<file path="config.mk">
export PLATFORM = sky130hd
export DESIGN_NAME = rcmc_draw
export DESIGN_NICKNAME = d
export VERILOG_FILES = /design/src/rcmc_pkg.sv /design/src/rcmc_draw.sv
export SDC_FILE = /design/constraint.sdc
export NUM_CORES = 1
export LEC_CHECK = 0
export BUFFER_PORTS_ARGS = -buffer_cell sky130_fd_sc_hd__buf_2
export CORE_ASPECT_RATIO = 0.9
export CORE_MARGIN = 3
export CORE_UTILIZATION = 50
export CTS_BUF_LIST = sky130_fd_sc_hd__clkbuf_4
export CTS_CLUSTER_SIZE = 12
export DETAILED_ROUTE_END_ITERATION = 16
export PLACE_DENSITY = 0.73
export SYNTH_ARGS = -nofsm -noshare
export SYNTH_HDL_FRONTEND = slang
export SYNTH_SLANG_ARGS = --single-unit
</file>
<file path="constraint.sdc">
create_clock -name clk_i -period 4.7 [get_ports clk_i]
set_input_delay 0.235 -clock clk_i [delete_from_list [all_inputs] [get_ports clk_i]]
set_output_delay 0.235 -clock clk_i [all_outputs]
set_load 0.05 [all_outputs]
</file>
<file path="src/rcmc_pkg.sv">
package rcmc_pkg;

  localparam int unsigned MaxVertices = 64;
  localparam int unsigned MaxEdges    = 1024;
  localparam int unsigned VtxW        = $clog2(MaxVertices);
  localparam int unsigned VcntW       = VtxW + 1;
  localparam int unsigned EidxW       = (MaxEdges > 1) ? $clog2(MaxEdges) : 1;
  localparam int unsigned CntW        = $clog2(MaxEdges + 1);
  localparam int unsigned CutW        = 11;
  localparam int unsigned RejectLimit = 64;
  localparam int unsigned TryW        = $clog2(RejectLimit);
  localparam logic [31:0] LfsrTaps    = 32'h8020_0003;
  localparam int unsigned AddrW       = 3;
  localparam int unsigned EdgeW       = 2 * VtxW;

  localparam logic [VcntW-1:0] VcountReset = VcntW'(MaxVertices);
  localparam logic [31:0]      SeedReset   = 32'd1;

  // register index codes
  localparam logic RegVcount = 1'b0;
  localparam logic RegSeed   = 1'b1;

  typedef struct packed {
    logic [5:0] edge_from;
    logic [5:0] edge_to;
    logic       last_edge;
  } in_word_t;

  typedef struct packed {
    logic [10:0] cut_size;
    logic        disconnected;
    logic        edges_dropped;
  } out_word_t;

  typedef struct packed {
    logic [VtxW-1:0] from_v;
    logic [VtxW-1:0] to_v;
  } edge_t;

  typedef struct packed {
    logic             hit;
    logic [EidxW-1:0] idx;
  } draw_res_t;

  // set every bit at or below the highest set bit
  function automatic logic [EidxW-1:0] smear_mask(input logic [EidxW-1:0] v);
    logic [EidxW-1:0] res;
    for (int i = 0; i < EidxW; i++) begin
      res[i] = |(v >> i);
    end
    return res;
  endfunction

endpackage

</file>
<file path="src/rcmc_draw.sv">
module rcmc_draw
  import rcmc_pkg::*;
(
  input  logic            clk_i,
  input  logic            rst_ni,
  input  logic            load_i,
  input  logic [31:0]     seed_i,
  input  logic            step_i,
  input  logic [CntW-1:0] n_i,
  output draw_res_t       res_o
);

  logic [31:0]      lfsr_q, lfsr_d;
  logic [TryW-1:0]  tries_q;
  logic [EidxW-1:0] mask;
  logic [EidxW-1:0] r;
  logic [CntW-1:0]  nm1;
  logic             in_range;

  assign lfsr_d   = (lfsr_q >> 1) ^ (lfsr_q[0] ? LfsrTaps : 32'd0);
  assign nm1      = n_i - CntW'(1);
  assign mask     = smear_mask(nm1[EidxW-1:0]);
  assign r        = lfsr_d[EidxW-1:0] & mask;
  assign in_range = CntW'(r) < n_i;

  always_comb begin
    res_o.hit = in_range || (tries_q == TryW'(RejectLimit - 1));
    // after too many rejects fold the last draw back into range
    res_o.idx = in_range ? r : EidxW'(CntW'(r) - n_i);
  end

  always_ff @(posedge clk_i or negedge rst_ni) begin
    if (!rst_ni) begin
      lfsr_q  <= SeedReset;
      tries_q <= '0;
    end else if (load_i) begin
      lfsr_q  <= (seed_i != 32'd0) ? seed_i : 32'd1;
      tries_q <= '0;
    end else if (step_i) begin
      lfsr_q  <= lfsr_d;
      tries_q <= res_o.hit ? '0 : tries_q + TryW'(1);
    end
  end

endmodule

</file>
==> flow_metrics.tcl <==
set metrics [dict create \
    synth_cells 333 \
    cts_made_buffers 5 \
    wl_per_cell_um 15.5 \
    clock_sinks 38 \
    maxSlewViolCount 0 \
    ys_ff_latch 38 \
    worst_pin_slew_ns 1.08 \
    end_kind "primary output" \
    ys_async_sr_fraction_pct 100 \
    ios 58 \
    syn_nets 393 \
    synthToLayoutAreaGrowth_pct 13.3 \
    drv_cap 0 \
    synth_edf_count 0 \
    slowest_stage "or4b_1" \
    r2r-start "lfsr_q[0]$_DFFE_PN1P_" \
    die_h_um 78.5 \
    rsz0062_at_grt "no" \
    routed_via_density 5.74 \
    die-area_sq_um 6800 \
    vias 2607 \
    peakVddDrop_mv 0.158 \
    ant_nets 0 \
    worstPathCellList "buf_2 -> inv_1 -> ha_1 -> or4b_1 -> o21ai_0 -> and3_1 -> a31o_2 -> inv_1 -> ha_1 -> nor2b_1 -> o2111ai_1 -> a221oi_2 -> o21a_2 -> or2_1 -> buf_4 -> mux2_4 -> buf_2" \
    arrival_ns 4.18 \
    port_buffers 57 \
    final.setup.tns_ns 0 \
    core_area_sq_um 5440 \
    grt_max_degree 78 \
    rows 25 \
    finalCritPeriodShare_pct 93.9 \
    final_net_count 446 \
    synth_top_area_share_pct 31.7 \
    hold_viol 0 \
    p_leak_nw 1.56 \
    grt.overflow.total 0 \
    startpoint "n_i[1]" \
    critPathMaxStageDelay_ns 0.51 \
    antenna_cells 0 \
    grt_pass1_wl_um 11800 \
    hold_start "seed_i[15]" \
    drt_first_pass_iters 4 \
    setup_viol 0 \
    cts_tree "yes" \
    min_period_ns 4.41 \
    initial_utilization_pct 53.7 \
    clock_skew_ns 0.00549 \
    die_x_um 86.6 \
    grt.total_usage_pct 21.5 \
    power.density_nw_per_um2 277 \
    start_kind "input pin" \
    ys.flop_type "dfrtp_1" \
    outcome "completed" \
    synthTopCellsByArea "dfrtp_1 32%, mux2i_1 11%, o21ai_0 7.2%" \
    avgSynthCellArea_sq_um 8.78 \
    totalWireLength_um 7050 \
    synth_area_sq_um 2920 \
    yosysSeqAreaShare_pct 32.6 \
    critPathMaxFanout 8 \
    hold_class "in -> reg" \
    clkTransAtPathRegs_ns 0.12 \
    ys_warn_count 0 \
    root_buffer "clkbuf_4" \
    htree_levels 2 \
    antenna_found_initial 0 \
    drive_gt1_share_pct 23.0 \
    fmax_mhz 227 \
    slew_headroom_pct 27.9 \
    dp_hpwl_um 5380 \
    required_ns 4.47 \
    critPathKind "in -> out" \
    clockBufferDepth 2 \
    gp_congestion 0.913 \
    ys_types 59 \
    drc 0 \
    power_uw 916 \
    yosysTopAreaCell "dfrtp_1" \
    grt_pass1_vias 2483 \
    clock_latency_ns 0.35 \
    drt_iter0_markers 192 \
]
-- layout by cell type (no fill, tap or decap), types with 3 or more instances in the layout --
cell       n
a31oi_1    3
nand4_1    5
xnor2_1   10
nand3_1    5
dfrtp_1   37
ha_1      12
nand2_1   41
a21boi_0   3
mux2_4     7
o21ai_0   42
nand3b_1   3
o211ai_1   3
and3_1     3
buf_2     57
nor2b_1    4
nor2_1    19
nor4_1     9
o21bai_1   3
o221ai_1   3
buf_4      4
clkbuf_4   5
nand2b_1   8
mux2i_1   31
a21oi_1    5
a211oi_1   3
inv_1     17
-- cell usage after synthesis, drive strengths merged (7+ instances only) --
cell type / instances
xnor2: 10
nand2: 41
nor4: 9
o21ai: 43
ha: 12
clkbuf: 9
inv: 17
mux2i: 31
nand2b: 8
nor2: 20
buf: 7
mux2: 7
dfrtp: 37
-- path summary, 6_finish.rpt --
kind                                                to  slack [ns]  cells past startpoint
worst max-delay path                          res_o[3]        0.29                     17
worst min-delay path            lfsr_q[15]$_DFFE_PN0P_        0.09                      3
worst max register to register  tries_q[1]$_DFFE_PN0P_        1.71                     11
worst min register to register  lfsr_q[15]$_DFFE_PN0P_        0.58                      2
max in group asynchronous       lfsr_q[10]$_DFFE_PN0P_        3.66                      2
min in group asynchronous       tries_q[4]$_DFFE_PN0P_        0.51                      2
-- sequential cells by signal, indices dropped and copies added, names as in the netlist --
register  flops
tries_q       6
lfsr_q       32
-- per-layer routing --
metal / global-route usage, % / routed length, um
met1: 32.1 / 3600
met2: 31.0 / 3030
met3: 3.99 / 345
met4: 7.32 / 77
met5: 0 / 0
-- report_power, final --
group / total, mW / leakage [nW] / internal (mW) / switching (mW)
Clock: 0.170 / 0.0286 / 0.0556 / 0.114
Sequential: 0.379 / 0.471 / 0.358 / 0.0216
Combinational: 0.367 / 1.07 / 0.144 / 0.224
-- critical path: cells and delay by family --
family	cells	cell delay [ns]
multiplexers	1	0.31
AND/OR/NAND/NOR	4	1.01
buffers and inverters	5	0.71
AO/OA/AOI/OAI	5	1.42
adder cells (fa/ha/maj)	2	0.49
-- kinds of logic after synthesis --
kind of cell | share of synthesized area (%)
xor+xnor | 3.00
mux | 14.2
buf+inv | 4.75
flops | 32.6
simple gates | 20.2
fa+ha+maj | 5.82
compound gates | 19.4
-- cell type report --
cell class / count / area (sq um)
sequential: 38 / 952
fill: 508 / 2130
clock inverter: 3 / 16.3
timing repair buffer: 62 / 325
tap: 67 / 83.8
inverter: 17 / 63.8
clock buffer: 5 / 37.5
multi-input combinational: 262 / 1830
-- per-stage QoR --
stage	cells	instance area (sq um)	util (%)	setup WS, ns	hold slack (ns)
2_1_floorplan	333	2920	-	0.334	-0.0606
3_3_place_gp	445	3250	59.7	0.580	0.381
3_5_place_dp	445	3250	59.7	0.373	0.381
4_1_cts	454	3310	60.8	0.351	0.0762
5_1_grt	454	3310	60.8	0.0447	0.0924
6_report	454	3310	60.8	0.287	0.0904
-- what timing repair did --
| action | 4_1_cts | 5_1_grt |
|---|---|---|
| resized for setup | 0 | 0 |
| buffers inserted | 0 | 0 |
| hold buffers | 1 | 0 |
| hold endpoints to repair | 37 | 0 |
Note: power is estimated with default switching activity, not from simulation.
