$ cat src/rcmc_ram.sv
module rcmc_ram #(
  parameter int unsigned Width = 8,
  parameter int unsigned Depth = 16
) (
  input  logic                     clk_i,
  input  logic                     we_i,
  input  logic [$clog2(Depth)-1:0] waddr_i,
  input  logic [Width-1:0]         wdata_i,
  input  logic [$clog2(Depth)-1:0] raddr_i,
  output logic [Width-1:0]         rdata_o
);

  logic [Width-1:0] mem_q [Depth];

  always_ff @(posedge clk_i) begin
    if (we_i) begin
      mem_q[waddr_i] <= wdata_i;
    end
    rdata_o <= mem_q[raddr_i];
  end

endmodule

$ cat config.mk
export PLATFORM = sky130hd
export DESIGN_NAME = rcmc_ram
export DESIGN_NICKNAME = d
export VERILOG_FILES = /design/src/rcmc_ram.sv
export SDC_FILE = /design/constraint.sdc
export NUM_CORES = 1
export LEC_CHECK = 0
export BUFFER_PORTS_ARGS = -buffer_cell sky130_fd_sc_hd__buf_2
export CAP_MARGIN = 20
export CORE_MARGIN = 4
export CORE_UTILIZATION = 45
export CTS_BUF_LIST = sky130_fd_sc_hd__clkbuf_4 sky130_fd_sc_hd__clkbuf_8 sky130_fd_sc_hd__clkbuf_16
export DETAILED_ROUTE_END_ITERATION = 10
export SETUP_SLACK_MARGIN = 0.5
export SYNTH_ARGS = -nofsm -noshare
export SYNTH_HDL_FRONTEND = slang
export SYNTH_SLANG_ARGS = --single-unit
$ cat constraint.sdc
create_clock -name clk_i -period 2.3 [get_ports clk_i]
set_input_delay 0.46 -clock clk_i [delete_from_list [all_inputs] [get_ports clk_i]]
set_output_delay 0.46 -clock clk_i [all_outputs]
set_load 0.005 [all_outputs]
==> results of run 1 <==
worst paths after layout:
check	start	endpoint	slack (ns)
worst max register to register	mem_q[1][2]$_DFFE_PP_	rdata_o[2]$_DFF_P_	0.92
worst min register to register	mem_q[11][1]$_DFFE_PP_	rdata_o[1]$_DFF_P_	0.67
worst max-delay path	raddr_i[0]	rdata_o[2]$_DFF_P_	0.70
worst min-delay path	wdata_i[1]	mem_q[10][1]$_DFFE_PP_	0.43
cells by family after synthesis:
group,synth area share
flops,0.778
simple gates,0.0318
mux,0.150
buf+inv,0.0168
compound gates,0.0233
flip-flops by register name (all words and copies together) (netlist names):
signal	flops
mem_q	128
rdata_o	8
cell type report:
class	count	area, µm²
fillers	834	4850
repair buffers	48	323
well taps	140	175
multi-input cells	83	1060
clock buffers	19	440
clock inverters	13	179
flip-flops and latches	136	4000
synthesized netlist by cell type:
library cell     count  area [µm²]
nor3_1               4        20.0
nand3b_1             2        15.0
dfxtp_1              8         160
nor2_1              13        48.8
edfxtp_1           128        3840
nor2b_1              1        6.26
nand3_1              1        5.00
nand2b_1             2        12.5
nand2_1              9        33.8
and2b_1              1        7.51
and2_1               1        6.26
a22oi_1             16         120
mux4_2              18         405
buf_6                3        33.8
clkdlybuf4s25_2      3        30.0
buf_2                3        15.0
buf_4                1        7.51
mux4_1              14         368
or3b_2               1        8.76
stage by stage:
stage / setup slack [ns] / cell area, µm²
5_1_grt: 0.575 / 6180
4_1_cts: 0.677 / 6180
3_3_place_gp: 0.238 / 5560
2_1_floorplan: 0.574 / 5150
3_5_place_dp: 0.244 / 5560
6_report: 0.704 / 6180
layout by cell type (no fill, tap or decap), drive strengths merged:
cell	n
edfxtp	128
clkinvlp	1
nor3	4
and2	1
nand3	1
nand3b	2
nor2	13
nand2	9
bufinv	4
clkinv	8
clkbuf	19
buf	48
nand2b	2
dfxtp	8
or3b	1
and2b	1
nor2b	1
a22oi	16
mux4	32
power groups by stage:
stage / clock [mW] / combinational [mW] / sequential (mW)
6_report: 2.81 / 0.256 / 2.79
5_1_grt: 2.95 / 0.280 / 2.79
4_1_cts: 2.84 / 0.262 / 2.79
3_5_place_dp: 0 / 0.261 / 2.84
3_3_place_gp: 0 / 0.258 / 2.84
2_1_floorplan: 0 / 0.141 / 2.84
routing by layer:
metal / GRT usage / part of all wire
met1: 0.241 / 0.48
met2: 0.238 / 0.46
met3: 0.0405 / 0.044
met4: 0.0681 / 0.016
met5: 0 / 0
==> flow_metrics.py, run 1 <==
metrics = {
    "status": {
        "status": "finished clean",
    },
    "setup_path": {
        "crit_cells": 5,
        "critPathRequiredTime_ns": 2.60,
        "crit_type": "input port to flip-flop",
        "startpoint_type": "input port",
        "cp_top_family": "multiplexers",
        "cp_slowest_cell": "mux4_1",
        "path_buf_inv": 2,
        "crit_fanout": 21,
        "r2r_cells": 3,
        "end_kind": "flip-flop",
        "cp.arrival_ns": 1.89,
        "path_cells": "buf_2, buf_12, mux4_1, a22oi_1, nand2_1",
        "crit_path_max_incr_delay_ns": 0.58,
    },
    "pwr": {
        "pwr-share-clk": 0.480,
        "vdd_drop_max_mv": 0.465,
        "p_int_mw": 4.71,
        "cellPowerDensity_nw_per_um2": 946,
        "switching_share": 0.194,
        "p_total_mw": 5.85,
        "p_leak_nw": 2.13,
        "seqPwrFrac": 0.476,
        "comb_power_share": 0.044,
        "power_switching_mw": 1.14,
    },
    "hold_path": {
        "holdPathStages": 1,
        "hold_class": "input port to flip-flop",
    },
    "sta": {
        "whs_ns": 0.426,
        "period_minus_slack_ns": 1.60,
        "rsz0062_at_grt": "false",
        "fmax_mhz": 627,
        "slew-limit-headroom": 0.717,
        "finalClockSkew_ns": 0.00938,
        "fin_crit_sh": 0.694,
        "finalMaxSlewViolations": 0,
        "hold_viol_final": 0,
        "final-setup-viol-count": 0,
        "worst_pin_slew_ns": 0.424,
        "finalSetupTns_ns": 0,
    },
    "route": {
        "drt_iter0_drc": 200,
        "via_per_inst": 5.52,
        "vias": 2424,
        "firstDrtPassIters": 4,
        "drc": 0,
        "wirelength_um": 9950,
        "wl_per_cell_um": 22.7,
        "final_antenna_net_count": 0,
    },
    "synthesis": {
        "ys_seq_area_frac": 0.778,
        "synth_nets": 247,
        "syn_area_um2": 5150,
        "ys_ff_latch": 136,
        "avgSynthCellArea_um2": 22.5,
        "yosysWarnings": 0,
        "yosys.cell_types.count": 19,
        "syn_inst": 229,
    },
    "finish": {
        "nNetsFinal": 304,
        "num_antenna_cells": 0,
        "drive_gt1_frac": 0.334,
        "finalNonFillerCells": 439,
        "fin_util": 0.561,
        "area_growth_pct": 20.1,
    },
    "clock_network": {
        "cts_max_level": 4,
        "ctsLongestPathBuffers": 2,
        "cts_resized": 0,
        "cts_hold_buf": 0,
        "clk_latency_ns": 0.42,
        "cts_sinks": 136,
        "cts.clk_slew.worst_paths_ns": 0.06,
        "cts_post_setup_buffers_inserted": 0,
        "clock-root-buffer": "clkbuf_16",
        "numCtsBuffers": 17,
        "cts_tree": "built",
    },
    "floorplanning": {
        "dieArea_um2": 13200,
        "die_w_um": 115,
        "io_pins": 26,
        "start_util": 0.467,
        "die_h_um": 115,
        "coreArea_um2": 11000,
        "row_count": 38,
    },
    "grt": {
        "grt_pass1_wl_um": 15200,
        "gr-usage-all-layers": 0.165,
        "grt_max_degree": 25,
        "grt_pass1_vias": 2474,
        "grt_overflow": 0,
        "antenna_found_initial": 0,
    },
    "job": {
        "maxCapViolCount": 0,
    },
    "placement": {
        "hpwl_um": 6450,
        "place.gp.congestion": 0.696,
        "port_buffers": 25,
        "dp.cells": 407,
    },
}
(Power assumes the default switching activity.)
==> run 2, diff against run 1 <==
clock period = 1.45 ns   (was 2.3 ns; I/O delays follow)
==> run 2 against run 1 <==
Net effect:
- via count rose by 1.4%
- non-clock buffer count rose by 11
- utilization up 3.8 points
- global-route usage is 0.057 points higher
- largest power group is now registers
==> flow_metrics.py, run 2 (synthesis results as in run 1) <==
metrics = {
    "job": {
        "maxCapViolCount": 0,
    },
    "finish": {
        "drive_gt1_frac": 0.481,
        "final_common_cell": "edfxtp_1",
        "regArea_um2": 4010,
        "largest_registers": "mem_q (128), rdata_o (8)",
        "fillers": 789,
        "top_register": "mem_q",
        "num_antenna_cells": 0,
        "final_cell_mix": "edfxtp_1, mux4_2, buf_2",
        "finalNonFillerCells": 450,
        "largest_reg_flops": 128,
        "nNetsFinal": 315,
        "multi_input_area_um2": 1190,
        "area_growth_pct": 28.2,
    },
    "clock_network": {
        "cts_max_level": 4,
        "clock-root-buffer": "clkbuf_16",
        "cts_sinks": 136,
        "cts.clk_slew.worst_paths_ns": 0.06,
        "ctsLongestPathBuffers": 2,
        "cts_tree": "built",
        "clk_latency_ns": 0.41,
        "numCtsBuffers": 17,
    },
    "sta": {
        "hold_viol_final": 0,
        "finalMaxSlewViolations": 0,
        "fin_crit_sh": 0.896,
        "rsz0062_at_grt": "true",
        "fmax_mhz": 769,
        "period_minus_slack_ns": 1.30,
        "whs_ns": 0.260,
        "worst_pin_slew_ns": 0.756,
        "final-setup-viol-count": 0,
        "slew-limit-headroom": 0.495,
        "finalClockSkew_ns": 0.0106,
    },
    "setup_path": {
        "critPathRequiredTime_ns": 1.73,
        "end_kind": "flip-flop",
        "crit_type": "flip-flop to flip-flop",
        "cp.arrival_ns": 1.58,
        "crit_fanout": 1,
        "r2r_slack_ns": 0.15,
        "startpoint_type": "flip-flop",
    },
    "floorplanning": {
        "die_h_um": 115,
        "row_count": 38,
        "coreArea_um2": 11000,
        "io_pins": 26,
        "start_util": 0.467,
        "dieArea_um2": 13200,
        "die_w_um": 115,
    },
    "placement": {
        "port_buffers": 25,
        "place.gp.congestion": 0.711,
        "hpwl_um": 6150,
        "dp.cells": 411,
    },
    "route": {
        "drc": 0,
        "wirelength_um": 9710,
        "via_per_inst": 5.46,
        "final_antenna_net_count": 0,
        "wl_per_cell_um": 21.6,
        "firstDrtPassIters": 4,
        "vias": 2457,
        "drt_iter0_drc": 230,
    },
    "grt": {
        "gr-usage-all-layers": 0.165,
        "antenna_found_initial": 0,
        "grt_overflow": 0,
        "grt_max_degree": 18,
        "grt_pass1_wl_um": 15400,
        "grt_pass1_vias": 2701,
    },
    "status": {
        "status": "finished clean",
    },
    "pwr": {
        "p_total_mw": 9.02,
        "cellPowerDensity_nw_per_um2": 1370,
        "vdd_drop_max_mv": 0.965,
        "p_leak_nw": 2.19,
    },
    "hold_path": {
        "hold_class": "input port to flip-flop",
    },
}
==> run 2: changes by cell type in the layout (fill, tap and decap cells not counted), moves of 10 or more <==
cell    delta
buf_12    +16
mux4_1    -14
mux4_2    +14
nor2_1    -12
nor2_4    +12
buf_6     +11
buf_4     -10
==> run 2: where the power goes <==
part | switching, mW | internal (mW) | total, mW
clock network | 1.54 | 2.52 | 4.06
registers | 0.0286 | 4.40 | 4.43
logic | 0.265 | 0.263 | 0.529
==> run 2: routing by layer <==
| layer | track usage | part of all wire |
|---|---|---|
| met1 | 0.212 | 0.42 |
| met2 | 0.262 | 0.51 |
| met3 | 0.0500 | 0.049 |
| met4 | 0.0736 | 0.017 |
| met5 | 0 | 0 |
==> run 2: through the flow <==
stage | worst slack (ns) | utilization | instance area, µm² | TNS, ns
6_report | 0.150 | 0.598 | 6600 | 0
2_1_floorplan | 0.0570 | - | 5280 | 0
5_1_grt | 0.0982 | 0.598 | 6600 | 0
3_5_place_dp | -0.298 | 0.529 | 5830 | -3.03
3_3_place_gp | -0.293 | 0.529 | 5830 | -2.25
4_1_cts | 0.137 | 0.593 | 6540 | 0
==> run 2: final timing paths <==
kind / startpoint / to / cells past startpoint
min: wdata_i[4] / mem_q[9][4]$_DFFE_PP_ / 1
max: mem_q[11][2]$_DFFE_PP_ / rdata_o[2]$_DFF_P_ / 3
min reg2reg: mem_q[7][4]$_DFFE_PP_ / rdata_o[4]$_DFF_P_ / 3
max reg2reg: mem_q[11][2]$_DFFE_PP_ / rdata_o[2]$_DFF_P_ / 3
==> run 2: area by class of cell <==
cell class / count / share of cell area
flip-flops and latches: 136 / 0.607
multi-input cells: 83 / 0.180
repair buffers: 59 / 0.100
clock buffers: 18 / 0.0656
well taps: 140 / 0.0265
clock inverters: 14 / 0.0203
==> run 2: repair_timing <==
| action | in CTS | in global routing |
|---|---|---|
| buffers inserted | 5 | 2 |
| gates resized for setup | 20 | 5 |
| hold buffers | 0 | 0 |
| setup endpoints to repair | 101 | 97 |
| pin swaps | 7 | 7 |
| gates cloned | 0 | 0 |
==> run 2: critical path, stage by stage (launching register included) <==
cell      delay, ns
edfxtp_1       0.37
mux4_2         0.49
a22oi_2        0.20
nand2_1        0.10
